### src/rtl/pspa_pkg.sv
package pspa_pkg;

  localparam int STATE_W   = 32;
  localparam int AMP_W     = 32;
  localparam int SITE_W    = 5;
  localparam int KIND_W    = 3;
  localparam int NSITES_W  = 6;
  localparam int MAX_SITES = 32;
  localparam int SITE_CAP  = (MAX_SITES < STATE_W) ? MAX_SITES : STATE_W;
  localparam int POS_W     = $clog2(STATE_W);

  localparam logic [NSITES_W-1:0] NSITES_RESET = NSITES_W'(32);
  localparam logic [NSITES_W-1:0] SITE_CAP_V   = NSITES_W'(SITE_CAP);

  localparam logic [KIND_W-1:0] KIND_IDENT = 3'd0;
  localparam logic [KIND_W-1:0] KIND_X     = 3'd1;
  localparam logic [KIND_W-1:0] KIND_Y     = 3'd2;
  localparam logic [KIND_W-1:0] KIND_Z     = 3'd3;
  localparam logic [KIND_W-1:0] KIND_RAISE = 3'd4;
  localparam logic [KIND_W-1:0] KIND_LOWER = 3'd5;

  localparam int QDEPTH = 2;
  localparam int QPTR_W = $clog2(QDEPTH);
  localparam int QCNT_W = $clog2(QDEPTH + 1);

  localparam int IN_TDATA_W  = 104;
  localparam int IN_TUSER_W  = 4;
  localparam int OUT_TDATA_W = 96;

  typedef enum logic [2:0] {
    OP_NOP,
    OP_FLIP,
    OP_YROT,
    OP_ZPH,
    OP_RAISE,
    OP_LOWER,
    OP_KILL
  } op_t;

  typedef struct packed {
    logic                first;
    logic                last;
    op_t                 op;
    logic [STATE_W-1:0]  mask;
    logic [STATE_W-1:0]  basis;
    logic [AMP_W-1:0]    amp_re;
    logic [AMP_W-1:0]    amp_im;
  } entry_t;

  typedef struct packed {
    logic nonempty;
    logic full;
  } qstat_t;

endpackage

### src/rtl/pauli_string_apply_top.sv
// channel | dir | handshake           | payload
// cfg     | in  | cfg_valid/cfg_ready | cfg_data = num_sites
// in      | in  | in_tvalid/in_tready | in_tdata, in_tuser, in_tlast = last_factor
// out     | out | out_tvalid/out_tready | out_tdata
//
// One factor beat per cycle sustained unless the output stalls; the last beat is
// written into the queue, then executed into the output register, raising out_tvalid.
// Execute sets throughput: it applies one queued factor each cycle unless the output stalls.
// rst_n is synchronous: clears the queue, the working term and num_sites to 32.
// Output stall: execute holds once the output register is full and not taken;
// the two-entry queue then fills and drops in_tready.
module pauli_string_apply_top (
  input  logic         clk,
  input  logic         rst_n,
  input  logic         cfg_valid,
  output logic         cfg_ready,
  input  logic [5:0]   cfg_data,
  input  logic         in_tvalid,
  output logic         in_tready,
  // site_index[4:0], basis_state[36:5], amp_real[68:37], amp_imag[100:69], zero pad
  input  logic [103:0] in_tdata,
  // first_factor[0], factor_kind[3:1]
  input  logic [3:0]   in_tuser,
  input  logic         in_tlast,
  output logic         out_tvalid,
  input  logic         out_tready,
  // result_state[31:0], result_real[63:32], result_imag[95:64]
  output logic [95:0]  out_tdata
);
  import pspa_pkg::*;

  entry_t wr_entry;
  entry_t rd_entry;
  qstat_t q_stat;
  logic   push;
  logic   pop;

  pspa_front u_front (
    .clk       (clk),
    .rst_n     (rst_n),
    .cfg_valid (cfg_valid),
    .cfg_ready (cfg_ready),
    .cfg_data  (cfg_data),
    .in_tvalid (in_tvalid),
    .in_tready (in_tready),
    .in_tdata  (in_tdata),
    .in_tuser  (in_tuser),
    .in_tlast  (in_tlast),
    .q_stat    (q_stat),
    .push      (push),
    .entry     (wr_entry)
  );

  pspa_queue u_queue (
    .clk      (clk),
    .rst_n    (rst_n),
    .push     (push),
    .wr_entry (wr_entry),
    .pop      (pop),
    .rd_entry (rd_entry),
    .q_stat   (q_stat)
  );

  pspa_back u_back (
    .clk        (clk),
    .rst_n      (rst_n),
    .entry      (rd_entry),
    .q_stat     (q_stat),
    .pop        (pop),
    .out_tvalid (out_tvalid),
    .out_tready (out_tready),
    .out_tdata  (out_tdata)
  );

  a_ready_after_reset: assert property (@(posedge clk) !rst_n |=> in_tready)
    else $error("input not ready after reset");

  a_no_pop_when_empty: assert property (@(posedge clk) disable iff (!rst_n)
    !q_stat.nonempty |-> !pop)
    else $error("pop from empty queue");

  a_result_needs_pop: assert property (@(posedge clk) disable iff (!rst_n)
    $rose(out_tvalid) |-> $past(pop))
    else $error("result without executed beat");

  a_full_blocks_input: assert property (@(posedge clk) disable iff (!rst_n)
    q_stat.full |-> !push && q_stat.nonempty)
    else $error("push into full queue");

endmodule

### src/rtl/pspa_front.sv
module pspa_front (
  input  logic                                clk,
  input  logic                                rst_n,
  input  logic                                cfg_valid,
  output logic                                cfg_ready,
  input  logic [pspa_pkg::NSITES_W-1:0]       cfg_data,
  input  logic                                in_tvalid,
  output logic                                in_tready,
  input  logic [pspa_pkg::IN_TDATA_W-1:0]     in_tdata,
  input  logic [pspa_pkg::IN_TUSER_W-1:0]     in_tuser,
  input  logic                                in_tlast,
  input  pspa_pkg::qstat_t                    q_stat,
  output logic                                push,
  output pspa_pkg::entry_t                    entry
);
  import pspa_pkg::*;

  logic [NSITES_W-1:0] num_sites_r;
  logic [NSITES_W-1:0] num_sites_nxt;
  logic [NSITES_W-1:0] eff;
  logic [SITE_W-1:0]   site;
  logic [KIND_W-1:0]   kind;
  logic                out_of_range;
  logic [POS_W-1:0]    pos;

  assign cfg_ready = 1'b1;

  always_comb begin
    num_sites_nxt = num_sites_r;
    if (cfg_valid) begin
      num_sites_nxt = cfg_data;
    end
  end

  always_ff @(posedge clk) begin
    if (!rst_n) begin
      num_sites_r <= NSITES_RESET;
    end else begin
      num_sites_r <= num_sites_nxt;
    end
  end

  assign in_tready = !q_stat.full;
  assign push      = in_tvalid && in_tready;

  assign site         = in_tdata[SITE_W-1:0];
  assign kind         = in_tuser[KIND_W:1];
  assign eff          = (num_sites_r > SITE_CAP_V) ? SITE_CAP_V : num_sites_r;
  assign out_of_range = {1'b0, site} >= eff;
  assign pos          = POS_W'(eff - NSITES_W'(1) - {1'b0, site});

  always_comb begin
    entry        = '0;
    entry.first  = in_tuser[0];
    entry.last   = in_tlast;
    entry.mask   = STATE_W'(1) << pos;
    entry.basis  = in_tdata[SITE_W +: STATE_W];
    entry.amp_re = in_tdata[SITE_W+STATE_W +: AMP_W];
    entry.amp_im = in_tdata[SITE_W+STATE_W+AMP_W +: AMP_W];
    entry.op     = OP_NOP;
    if (kind >= KIND_X && kind <= KIND_LOWER && out_of_range) begin
      entry.op = OP_KILL;
    end else begin
      unique case (kind)
        KIND_X:     entry.op = OP_FLIP;
        KIND_Y:     entry.op = OP_YROT;
        KIND_Z:     entry.op = OP_ZPH;
        KIND_RAISE: entry.op = OP_RAISE;
        KIND_LOWER: entry.op = OP_LOWER;
        default:    entry.op = OP_NOP;
      endcase
    end
  end

endmodule

### src/rtl/pspa_queue.sv
module pspa_queue (
  input  logic              clk,
  input  logic              rst_n,
  input  logic              push,
  input  pspa_pkg::entry_t  wr_entry,
  input  logic              pop,
  output pspa_pkg::entry_t  rd_entry,
  output pspa_pkg::qstat_t  q_stat
);
  import pspa_pkg::*;

  entry_t            mem [QDEPTH];
  logic [QPTR_W-1:0] wr_ptr_r, wr_ptr_nxt;
  logic [QPTR_W-1:0] rd_ptr_r, rd_ptr_nxt;
  logic [QCNT_W-1:0] count_r, count_nxt;

  always_comb begin
    wr_ptr_nxt = wr_ptr_r;
    rd_ptr_nxt = rd_ptr_r;
    count_nxt  = count_r;
    if (push) begin
      wr_ptr_nxt = (wr_ptr_r == QPTR_W'(QDEPTH - 1)) ? '0 : wr_ptr_r + QPTR_W'(1);
    end
    if (pop) begin
      rd_ptr_nxt = (rd_ptr_r == QPTR_W'(QDEPTH - 1)) ? '0 : rd_ptr_r + QPTR_W'(1);
    end
    if (push && !pop) begin
      count_nxt = count_r + QCNT_W'(1);
    end else if (pop && !push) begin
      count_nxt = count_r - QCNT_W'(1);
    end
  end

  always_ff @(posedge clk) begin
    if (!rst_n) begin
      wr_ptr_r <= '0;
      rd_ptr_r <= '0;
      count_r  <= '0;
    end else begin
      wr_ptr_r <= wr_ptr_nxt;
      rd_ptr_r <= rd_ptr_nxt;
      count_r  <= count_nxt;
    end
  end

  always_ff @(posedge clk) begin
    if (push) begin
      mem[wr_ptr_r] <= wr_entry;
    end
  end

  assign rd_entry        = mem[rd_ptr_r];
  assign q_stat.nonempty = count_r != '0;
  assign q_stat.full     = count_r == QCNT_W'(QDEPTH);

endmodule

### src/rtl/pspa_back.sv
module pspa_back (
  input  logic                               clk,
  input  logic                               rst_n,
  input  pspa_pkg::entry_t                   entry,
  input  pspa_pkg::qstat_t                   q_stat,
  output logic                               pop,
  output logic                               out_tvalid,
  input  logic                               out_tready,
  output logic [pspa_pkg::OUT_TDATA_W-1:0]   out_tdata
);
  import pspa_pkg::*;

  function automatic logic [AMP_W-1:0] sat_neg(input logic [AMP_W-1:0] v);
    logic [AMP_W-1:0] r;
    if (v == {1'b1, {(AMP_W-1){1'b0}}}) begin
      r = {1'b0, {(AMP_W-1){1'b1}}};
    end else begin
      r = '0 - v;
    end
    return r;
  endfunction

  logic [STATE_W-1:0] ws_r, ws_nxt;
  logic [1:0]         ph_r, ph_nxt;
  logic               zr_r, zr_nxt;
  logic [AMP_W-1:0]   hre_r, hre_nxt;
  logic [AMP_W-1:0]   him_r, him_nxt;
  logic               ov_r, ov_nxt;
  logic [OUT_TDATA_W-1:0] od_r, od_nxt;

  logic               bit_set;
  logic               emit;
  logic [AMP_W-1:0]   re, im;

  assign pop = q_stat.nonempty && (!ov_r || out_tready);

  always_comb begin
    ws_nxt  = ws_r;
    ph_nxt  = ph_r;
    zr_nxt  = zr_r;
    hre_nxt = hre_r;
    him_nxt = him_r;
    if (entry.first) begin
      ws_nxt  = entry.basis;
      hre_nxt = entry.amp_re;
      him_nxt = entry.amp_im;
      ph_nxt  = 2'd0;
      zr_nxt  = (entry.amp_re == '0) && (entry.amp_im == '0);
    end
    bit_set = |(ws_nxt & entry.mask);
    if (!zr_nxt) begin
      unique case (entry.op)
        OP_FLIP: ws_nxt = ws_nxt ^ entry.mask;
        OP_YROT: begin
          ph_nxt = ph_nxt + (bit_set ? 2'd3 : 2'd1);
          ws_nxt = ws_nxt ^ entry.mask;
        end
        OP_ZPH: begin
          if (bit_set) ph_nxt = ph_nxt + 2'd2;
        end
        OP_RAISE: begin
          if (bit_set) zr_nxt = 1'b1;
          else         ws_nxt = ws_nxt | entry.mask;
        end
        OP_LOWER: begin
          if (bit_set) ws_nxt = ws_nxt & ~entry.mask;
          else         zr_nxt = 1'b1;
        end
        OP_KILL: zr_nxt = 1'b1;
        default: ;
      endcase
    end
    emit = entry.last && !zr_nxt && !((hre_nxt == '0) && (him_nxt == '0));

    unique case (ph_nxt)
      2'd0: begin re = hre_nxt;          im = him_nxt;          end
      2'd1: begin re = sat_neg(him_nxt); im = hre_nxt;          end
      2'd2: begin re = sat_neg(hre_nxt); im = sat_neg(him_nxt); end
      default: begin re = him_nxt;       im = sat_neg(hre_nxt); end
    endcase

    ov_nxt = ov_r;
    od_nxt = od_r;
    if (pop && emit) begin
      ov_nxt = 1'b1;
      od_nxt = {im, re, ws_nxt};
    end else if (out_tready) begin
      ov_nxt = 1'b0;
    end
  end

  always_ff @(posedge clk) begin
    if (!rst_n) begin
      ws_r  <= '0;
      ph_r  <= '0;
      zr_r  <= 1'b0;
      hre_r <= '0;
      him_r <= '0;
      ov_r  <= 1'b0;
    end else begin
      if (pop) begin
        ws_r  <= ws_nxt;
        ph_r  <= ph_nxt;
        zr_r  <= zr_nxt;
        hre_r <= hre_nxt;
        him_r <= him_nxt;
      end
      ov_r <= ov_nxt;
    end
  end

  always_ff @(posedge clk) begin
    od_r <= od_nxt;
  end

  assign out_tvalid = ov_r;
  assign out_tdata  = od_r;

endmodule
### config.mk
export PLATFORM = sky130hd
export DESIGN_NAME = pauli_string_apply_top
export DESIGN_NICKNAME = d
export VERILOG_FILES = /design/src/rtl/pspa_pkg.sv /design/src/rtl/pauli_string_apply_top.sv /design/src/rtl/pspa_front.sv /design/src/rtl/pspa_queue.sv /design/src/rtl/pspa_back.sv
export SDC_FILE = /design/constraint.sdc
export NUM_CORES = 1
export LEC_CHECK = 0
export ABC_CLOCK_PERIOD_IN_PS = 35800
export BUFFER_PORTS_ARGS = -buffer_cell sky130_fd_sc_hd__clkbuf_2
export CAP_MARGIN = 20
export CORE_ASPECT_RATIO = 1.4
export CORE_MARGIN = 5
export CORE_UTILIZATION = 60
export DETAILED_ROUTE_END_ITERATION = 16
export HOLD_SLACK_MARGIN = 0.1
export PLACE_DENSITY = 0.84
export SLEW_MARGIN = 5
export SYNTH_ARGS = -nofsm -noshare
export SYNTH_HDL_FRONTEND = slang
export SYNTH_SLANG_ARGS = --single-unit
### constraint.sdc
create_clock -name clk -period 35.8 [get_ports clk]
set_clock_uncertainty 0.05 [all_clocks]
set_input_delay 3.58 -clock clk [delete_from_list [all_inputs] [get_ports clk]]
set_output_delay 3.58 -clock clk [all_outputs]
set_load 0.05 [all_outputs]
* Word level (Yosys, flattened, before mapping)
Memories as Yosys holds them, arrays and structs flattened. A register that Yosys moved wholly into a read port is not among the register bits. Cells that the tools add are included. W data, S select, Z words.
Cells by class: bitwise logic cells 5, equality and inequality tests 16, reductions and logical operators 28, mux-type cells 34, magnitude comparators 4, $add $sub $neg 10, shift-type cells 1
Operator list (number):
- $pmux W32 S3 | 3
- $mux W32 | 8
- $logic_not A32 Y1 | 4
- $and A32 B32 Y32 | 2
- $eq A32 B32 Y1 const B | 2
- $sub A1 B32 Y32 const A | 2
- $not A32 Y32 | 1
- $or A32 B32 Y32 | 1
- $reduce_or A32 Y1 | 1
- $shl A1 B5 Y32 const A | 1
- $xor A32 B32 Y32 | 1
- $eq A3 B3 Y1 const B | 5
- $pmux W3 S5 | 1
- $eq A3 B2 Y1 const B | 4
- $mux W1 | 12
- $mux W2 | 6
- $logic_and A1 B1 Y1 | 11
- $eq A3 B1 Y1 const B | 2
- $ge A5 B6 Y1 | 1
- $gt A6 B6 Y1 const B | 1
- $logic_not A1 Y1 | 6
- $mux W6 | 1
- $reduce_bool A2 Y1 | 3
- $sub A5 B1 Y5 const B | 1
- other kinds (16) | 18
Word-level totals: output and inout port bits 99, memories 1, bits in writable memories 266, word-level logic and storage cells 110, bits of input ports 120, bits in registers 206
Memories:
- u_queue.mem | depth 2, width 133, rd ports 1, clocked after Yosys merged registers in 1, wr ports 1, RTL line pspa_queue.sv:12 | entry_t mem [QDEPTH];

* Longest topological paths before layout
Gate-level depths: netlist of run 1.
depth in word-level cells 11, gate-level depth with buffers 25, depth with buffers taken out 13

* Cells and area by module
From an unflattened synthesis of run 1, not the netlist that was laid out.
Unflattened totals: cells, all modules 2307, area, all modules 26145.1 um2
By module, submodules not included:
- pspa_back | cells each 1657, times used 1, area each 14492.6 um2, sequential area each 4884.7 um2
- pspa_queue | cells each 436, times used 1, area each 10098.4 um2, sequential area each 8087.8 um2
- pspa_front | cells each 214, times used 1, area each 1554.0 um2, sequential area each 120.1 um2

* Worst setup path before layout of run 1
No wires, ideal clock.
path kind register -> register, start reg (tool-made name), end reg u_back.od_r[0] (netlist: u_back.out_tdata[0]) (enable), arrival 10.820 ns, path buffers 7, library setup time 0.672 ns, cell stages (with the launch flop) 17, data required time 35.078 ns, period minus slack after synthesis 11.542 ns, path slack 24.258 ns, cell sequence dfxtp_1 -> buf_2 -> clkbuf_1 -> clkbuf_1 -> buf_1 -> buf_2 -> buf_2 -> buf_1 -> mux2_2 -> ha_1 -> nor4_1 -> nand4_1 -> nor2_1 -> nand2_1 -> xor2_1 -> o2111ai_1 -> nor3_1
RTL lines:
- to (signal assigned) | RTL line pspa_back.sv:113 | od_r <= od_nxt;
- to (decl) | RTL line pspa_back.sv:29 | logic [OUT_TDATA_W-1:0] od_r, od_nxt;

==> flow_summary.json, run 1 <==
{
  "status": "finished, final reports clean",
  "start_util": 0.6059,
  "avgSynthCellArea_um2": 10.97,
  "peakVddDrop_v": 0.00005240,
  "die_h_um": 248.6,
  "dieWidth_um": 180.4,
  "synth-edff-count": 362,
  "cts_sinks": 473,
  "drtPass1Iterations": 8,
  "holdWs_ps": 413.7,
  "die-area_um2": 44860,
  "placed_cell_area_um2": 25920,
  "layout.cells.most_common": "edfxtp_1",
  "grt_pass1_wl_mm": 105.3,
  "period_minus_slack_ps": 7077,
  "portBuffers": 214,
  "num_rows": 87,
  "syn_area_um2": 24400,
  "synth_nets": 2451,
  "cts-resized-gates": 0,
  "cts_buffers": 43,
  "cp-end-kind": "flop",
  "drive_gt1_frac": 0.1706,
  "final_util": 0.6829,
  "drc": 0,
  "tightest_slew_ps": 1171,
  "wl_per_cell_um": 23.50,
  "worstPathMaxFanout": 127,
  "yosysUniqueCellTypes": 81,
  "finalHoldViolCount": 0,
  "coreArea_um2": 40280,
  "timing.fmax_mhz": 141.3,
  "final_nets": 2595,
  "grt_pass1_vias": 18360,
  "power_mw": 2.426,
  "cts_tree": "built",
  "ys.flop_type": "edfxtp_1",
  "critPathLaunchType": "flop",
  "cp.arrival_ps": 7290,
  "hold_path.class": "flop to flop",
  "stdcell_area_um2": 27510,
  "synthToLayoutAreaGrowth_pct": 12.72,
  "period_share": 0.1977,
  "synth_seq_cells": 473,
  "ios": 219,
  "synthArstFlopShare": 0,
  "rsz0062_at_grt": "no",
  "cts_setup_buffers": 0,
  "ys_warn_count": 0,
  "htreeDepth": 2,
  "clk_path_buf_depth": 3,
  "maxSlewViolCount": 0,
  "power_leakage_nw": 10.49,
  "antenna_found_initial": 6,
  "grt_use_met1": 0.3384,
  "grt.met2_usage": 0.5403,
  "grt_use_total": 0.2961,
  "place_hpwl_mm": 47.60,
  "seq_area_frac_synth": 0.5365,
  "top_usage_layer": "met2",
  "drt_first_iter_violations": 2051,
  "slew-limit-headroom": 0.2168,
  "timing.final.ws_setup_ps": 28720,
  "path_class": "flop to flop",
  "mostFrequentLayoutCells": "362 x edfxtp_1, 277 x nand2_1, 213 x clkbuf_2, 110 x dfxtp_1, 106 x ha_1",
  "ant_nets": 0,
  "vias": 19050,
  "place_congestion": 0.9474,
  "routed_via_density": 6.478,
  "placed_cells": 2855,
  "clkTransAtPathRegs_ps": 70,
  "clock_latency_ps": 570,
  "grt_max_degree": 128,
  "final_cells": 2940,
  "cap_violations": 0,
  "synth_cells": 2224,
  "overflow": 0,
  "postCtsHoldBufs": 0,
  "root_buffer": "clkbuf_16",
  "tns_ps": 0,
  "setup_violations": 0,
  "grtUsageMet3": 0.04401,
  "wl_mm": 69.09,
  "power.density_nw_per_um2": 88.21,
  "n_fill_cell": 2897,
  "dp_slack_ps": 28850,
  "cp.required_ps": 36020
}
## flip-flops by register name (all words and copies together) (netlist names), named ones only
name / count
u_queue.rd_ptr_r: 1
u_back.out_tdata: 96
u_back.zr_r: 1
u_back.hre_r: 32
u_queue.count_r: 2
u_back.out_tvalid: 1
u_front.num_sites_r: 6
u_queue.wr_ptr_r: 1
u_queue.mem: 266
u_back.him_r: 32
u_back.ws_r: 32
u_back.ph_r: 2
## critical path: stages (launching register included)
cell and delay [ps]:
edfxtp_1 330, buf_4 590, mux2i_4 340, buf_12 360, nand2_1 150, o21ai_0 210
ha_1 300, nor4_1 680, nand4_1 360, nor2_2 230, buf_4 420, and2_1 250
o311ai_4 110, buf_4 320, and2_2 250, buf_4 400, o32ai_1 1110, o22ai_1 200
## power breakdown
part           total (mW)  internal [mW]  leakage (nW)  switching, mW
sequential          0.812          0.760          4.31         0.0521
clock               0.493          0.285         0.755          0.208
combinational        1.12          0.335          5.43          0.787
total                2.43           1.38          10.5           1.05
## Yosys cell counts, drive strengths merged (10+ instances only)
cell / instances / share of area
edfxtp: 362 / 0.45
nand2: 278 / 0.043
clkbuf: 114 / 0.018
dfxtp: 111 / 0.091
o21ai: 111 / 0.023
ha: 106 / 0.054
nor2: 86 / 0.013
inv: 78 / 0.012
mux2i: 75 / 0.031
and3: 69 / 0.018
a21boi: 58 / 0.018
nor2b: 53 / 0.014
nor3: 47 / 0.0098
buf: 44 / 0.0091
nor4: 43 / 0.012
a21oi: 42 / 0.0086
a221o: 40 / 0.016
mux2: 37 / 0.017
o22ai: 37 / 0.0095
a221oi: 33 / 0.014
nand3: 33 / 0.0072
a31oi: 30 / 0.0077
and2: 30 / 0.0077
o221ai: 26 / 0.0093
a22oi: 25 / 0.0077
o31ai: 23 / 0.0071
a22o: 22 / 0.0079
nand4: 22 / 0.0056
nand2b: 15 / 0.0038
o21a: 15 / 0.0046
o32ai: 12 / 0.0043
o211a: 11 / 0.0045
xor2: 11 / 0.0039
or4: 10 / 0.0034
## kinds of logic after synthesis
| group | after synthesis | share of synthesized area |
|---|---|---|
| buffers and inverters | 237 | 0.03876 |
| DFF | 473 | 0.5365 |
| xor gates and xnor gates | 20 | 0.007178 |
| AOI/OAI and AO/OA | 543 | 0.1631 |
| adders and majority gates | 107 | 0.05517 |
| muxes | 112 | 0.04784 |
| and+or+nand+nor | 731 | 0.1513 |
| other | 1 | 0.0001537 |
## layout make-up
type                            count  area (um2)  share of cell area
Antenna cell                        3       7.507           0.0002729
Clock inverter                     24       329.1             0.01196
Tap cell                          534       668.1             0.02429
Inverter                           79       296.5             0.01078
Timing Repair Buffer              257        1434             0.05213
Clock buffer                       56        1205             0.04380
Sequential cell                   473       13100              0.4761
Multi-Input combinational cell   1514       10470              0.3806
## metal layers
layer	vias to the layer above	wire length, um
met5	-	41
met4	6	3924
met3	198	4451
met2	902	36000
met1	9251	24680
li1	8689	-
## worst paths after layout
| check | startpoint | endpoint | slack, ps | cells after the start |
|---|---|---|---|---|
| max reg2reg | u_queue.mem[0][132] | u_back.out_tdata[53] | 28720 | 17 |
| min reg2reg | u_back.ws_r[9] | u_back.ws_r[9] | 410 | 2 |
| min | u_back.ws_r[9] | u_back.ws_r[9] | 410 | 2 |
| max | u_queue.mem[0][132] | u_back.out_tdata[53] | 28720 | 17 |
No activity file was read; power rests on OpenSTA's default activity.
==> run 2, diff against run 1 <==
--- a/config.mk
+++ b/config.mk
@@ -5,15 +5,15 @@
 export SDC_FILE = /design/constraint.sdc
 export NUM_CORES = 1
 export LEC_CHECK = 0
-export ABC_CLOCK_PERIOD_IN_PS = 35800
+export ABC_CLOCK_PERIOD_IN_PS = 5880
 export BUFFER_PORTS_ARGS = -buffer_cell sky130_fd_sc_hd__clkbuf_2
 export CAP_MARGIN = 20
 export CORE_ASPECT_RATIO = 1.4
 export CORE_MARGIN = 5
-export CORE_UTILIZATION = 60
+export CORE_UTILIZATION = 54
 export DETAILED_ROUTE_END_ITERATION = 16
 export HOLD_SLACK_MARGIN = 0.1
-export PLACE_DENSITY = 0.84
+export PLACE_DENSITY = 0.8
 export SLEW_MARGIN = 5
 export SYNTH_ARGS = -nofsm -noshare
 export SYNTH_HDL_FRONTEND = slang
==> constraint.sdc (replaced) <==
create_clock -name clk -period 5.88 [get_ports clk]
set_clock_uncertainty 0.05 [all_clocks]
set_input_delay 0.588 -clock clk [delete_from_list [all_inputs] [get_ports clk]]
set_output_delay 0.588 -clock clk [all_outputs]
set_load 0.05 [all_outputs]
==> flow_summary.json, run 2 (synthesized netlist as in run 1, its figures left out) <==
{
  "finalHoldViolCount": 0,
  "routed_via_density": 6.381,
  "timing.fmax_mhz": 180.2,
  "layout.cells.most_common": "edfxtp_1",
  "final_cells": 3001,
  "setup_violations": 0,
  "tns_ps": 0,
  "slew-limit-headroom": 0.2969,
  "ant_nets": 0,
  "power.density_nw_per_um2": 538.2,
  "dp_slack_ps": 459.1,
  "grt_use_total": 0.2760,
  "maxSlewViolCount": 0,
  "postCtsHoldBufs": 0,
  "critPathLaunchType": "flop",
  "coreArea_um2": 44890,
  "placed_cells": 2914,
  "cts-resized-gates": 0,
  "wl_met1_mm": 25.25,
  "peakVddDrop_v": 0.0003542,
  "path_class": "flop to flop",
  "dieWidth_um": 189.7,
  "rsz0062_at_grt": "no",
  "period_share": 0.9439,
  "period_minus_slack_ps": 5550,
  "dr_wl_met2_mm": 37.29,
  "ios": 219,
  "reg2regPathDepth": 15,
  "num_rows": 92,
  "n_fill_cell": 3468,
  "grt_max_degree": 134,
  "cp-end-kind": "flop",
  "clkTransAtPathRegs_ps": 60,
  "cts_sinks": 473,
  "largest_reg_flops": 266,
  "overflow": 0,
  "cap_violations": 0,
  "top_register": "u_queue.mem",
  "top_layer": "met5",
  "grt_pass1_wl_mm": 106.6,
  "cp.arrival_ps": 5790,
  "final_util": 0.6198,
  "worstPathMaxFanout": 47,
  "mostFrequentLayoutCells": "362 x edfxtp_1, 277 x nand2_1, 214 x clkbuf_2, 110 x dfxtp_1, 104 x ha_1",
  "cp.required_ps": 6120,
  "drtPass1Iterations": 7,
  "die_h_um": 261.5,
  "cts_buffers": 44,
  "cts_tree": "built",
  "cts_setup_buffers": 0,
  "wl_met3_mm": 4.316,
  "pwr-share-comb": 0.468,
  "tightest_slew_ps": 1055,
  "p_sw_frac": 0.4287,
  "die-area_um2": 49600,
  "endpoint": "u_back.out_tdata[57]",
  "final_nets": 2624,
  "antenna_found_initial": 7,
  "drive_gt1_frac": 0.1813,
  "drc": 0,
  "hold_path.class": "input port to flop",
  "seq_power_share": 0.331,
  "p_int_mw": 8.556,
  "place_congestion": 0.9431,
  "grt_pass1_vias": 18750,
  "htreeDepth": 2,
  "synthToLayoutAreaGrowth_pct": 14.02,
  "wl_mm": 71.61,
  "status": "finished, final reports clean",
  "timing.final.ws_setup_ps": 329.6,
  "power_leakage_nw": 10.61,
  "start_util": 0.5436,
  "reg2reg_slack_ps": 330,
  "root_buffer": "clkbuf_16",
  "wl_per_cell_um": 23.86,
  "vias": 19150,
  "place_hpwl_mm": 50.06,
  "drt_first_iter_violations": 1742,
  "clock_latency_ps": 570,
  "p_sw_mw": 6.420,
  "power_mw": 14.98,
  "worstReg2RegEnd": "u_back.out_tdata[57]",
  "clk_path_buf_depth": 3,
  "portBuffers": 214,
  "p_clk_frac": 0.202
}
==> run 2: cell count changes in the layout (fill, tap and decap cells not counted), moves of 3 or more <==
cell	delta
buf_4	+24
clkbuf_8	-6
clkinvlp_4	+3
clkinv_1	+4
inv_2	+3
inv_1	-3
buf_12	+5
==> run 2: metrics by stage <==
step | cell area, um2 | hold slack [ps]
global placement | 26260 | 399.6
global route | 27820 | 145.7
CTS | 27780 | 141.2
detailed placement | 26260 | 409.8
floorplan | 24600 | 393.5
finish | 27820 | 157.0
==> run 2: power by group through the flow <==
stage               Sequential [mW]  Clock, mW  Combinational (mW)
floorplan                      5.82          0                4.00
global placement               4.97          0                6.69
detailed placement             5.01          0                6.87
CTS                            4.95       3.05                6.93
global route                   5.01       3.18                7.50
finish                         4.95       3.02                7.00
==> run 2: layout make-up <==
class	instances	area [um2]	share of cell area
flip-flops and latches	473	13100	0.4707
multi-input cells	1514	10490	0.3771
repair buffers	285	1699	0.06107
clock buffers	50	1144	0.04110
well taps	564	705.7	0.02536
clock inverters	31	379.1	0.01363
inverters	79	296.5	0.01066
diodes	5	12.51	0.0004497
==> run 2: routing by layer <==
| layer | up-vias | global-route usage |
|---|---|---|
| met1 | 9282 | 0.3054 |
| met3 | 222 | 0.03547 |
| met4 | 6 | 0.1606 |
| met5 | - | 0 |
| li1 | 8764 | - |
| met2 | 876 | 0.5078 |
==> run 2: how the worst min path moves through the flow <==
| stage | from | cells after the start | endpoint |
|---|---|---|---|
| after global placement | u_back.ws_r[3] | 2 | u_back.ws_r[3] |
| after global routing | in_tdata[33] | 1 | u_queue.mem[1][92] |
| after floorplan | u_back.hre_r[18] | 2 | u_back.hre_r[18] |
| final | in_tdata[33] | 1 | u_queue.mem[0][92] |
| after CTS | in_tdata[80] | 1 | u_queue.mem[0][11] |
| after detailed placement | u_back.ws_r[0] | 2 | u_back.ws_r[0] |
==> run 2: critical path: stages (launching register included) <==
cell and delay (ps):
dfxtp_4 440, buf_4 450, mux2i_1 250, o21ai_0 250
ha_1 310, nor4_1 530, buf_4 220, nand4_1 200
nor2_4 190, buf_4 420, nor4b_1 150, o311ai_4 400
and2_2 520, buf_12 290, nor2_1 60, o31ai_1 470
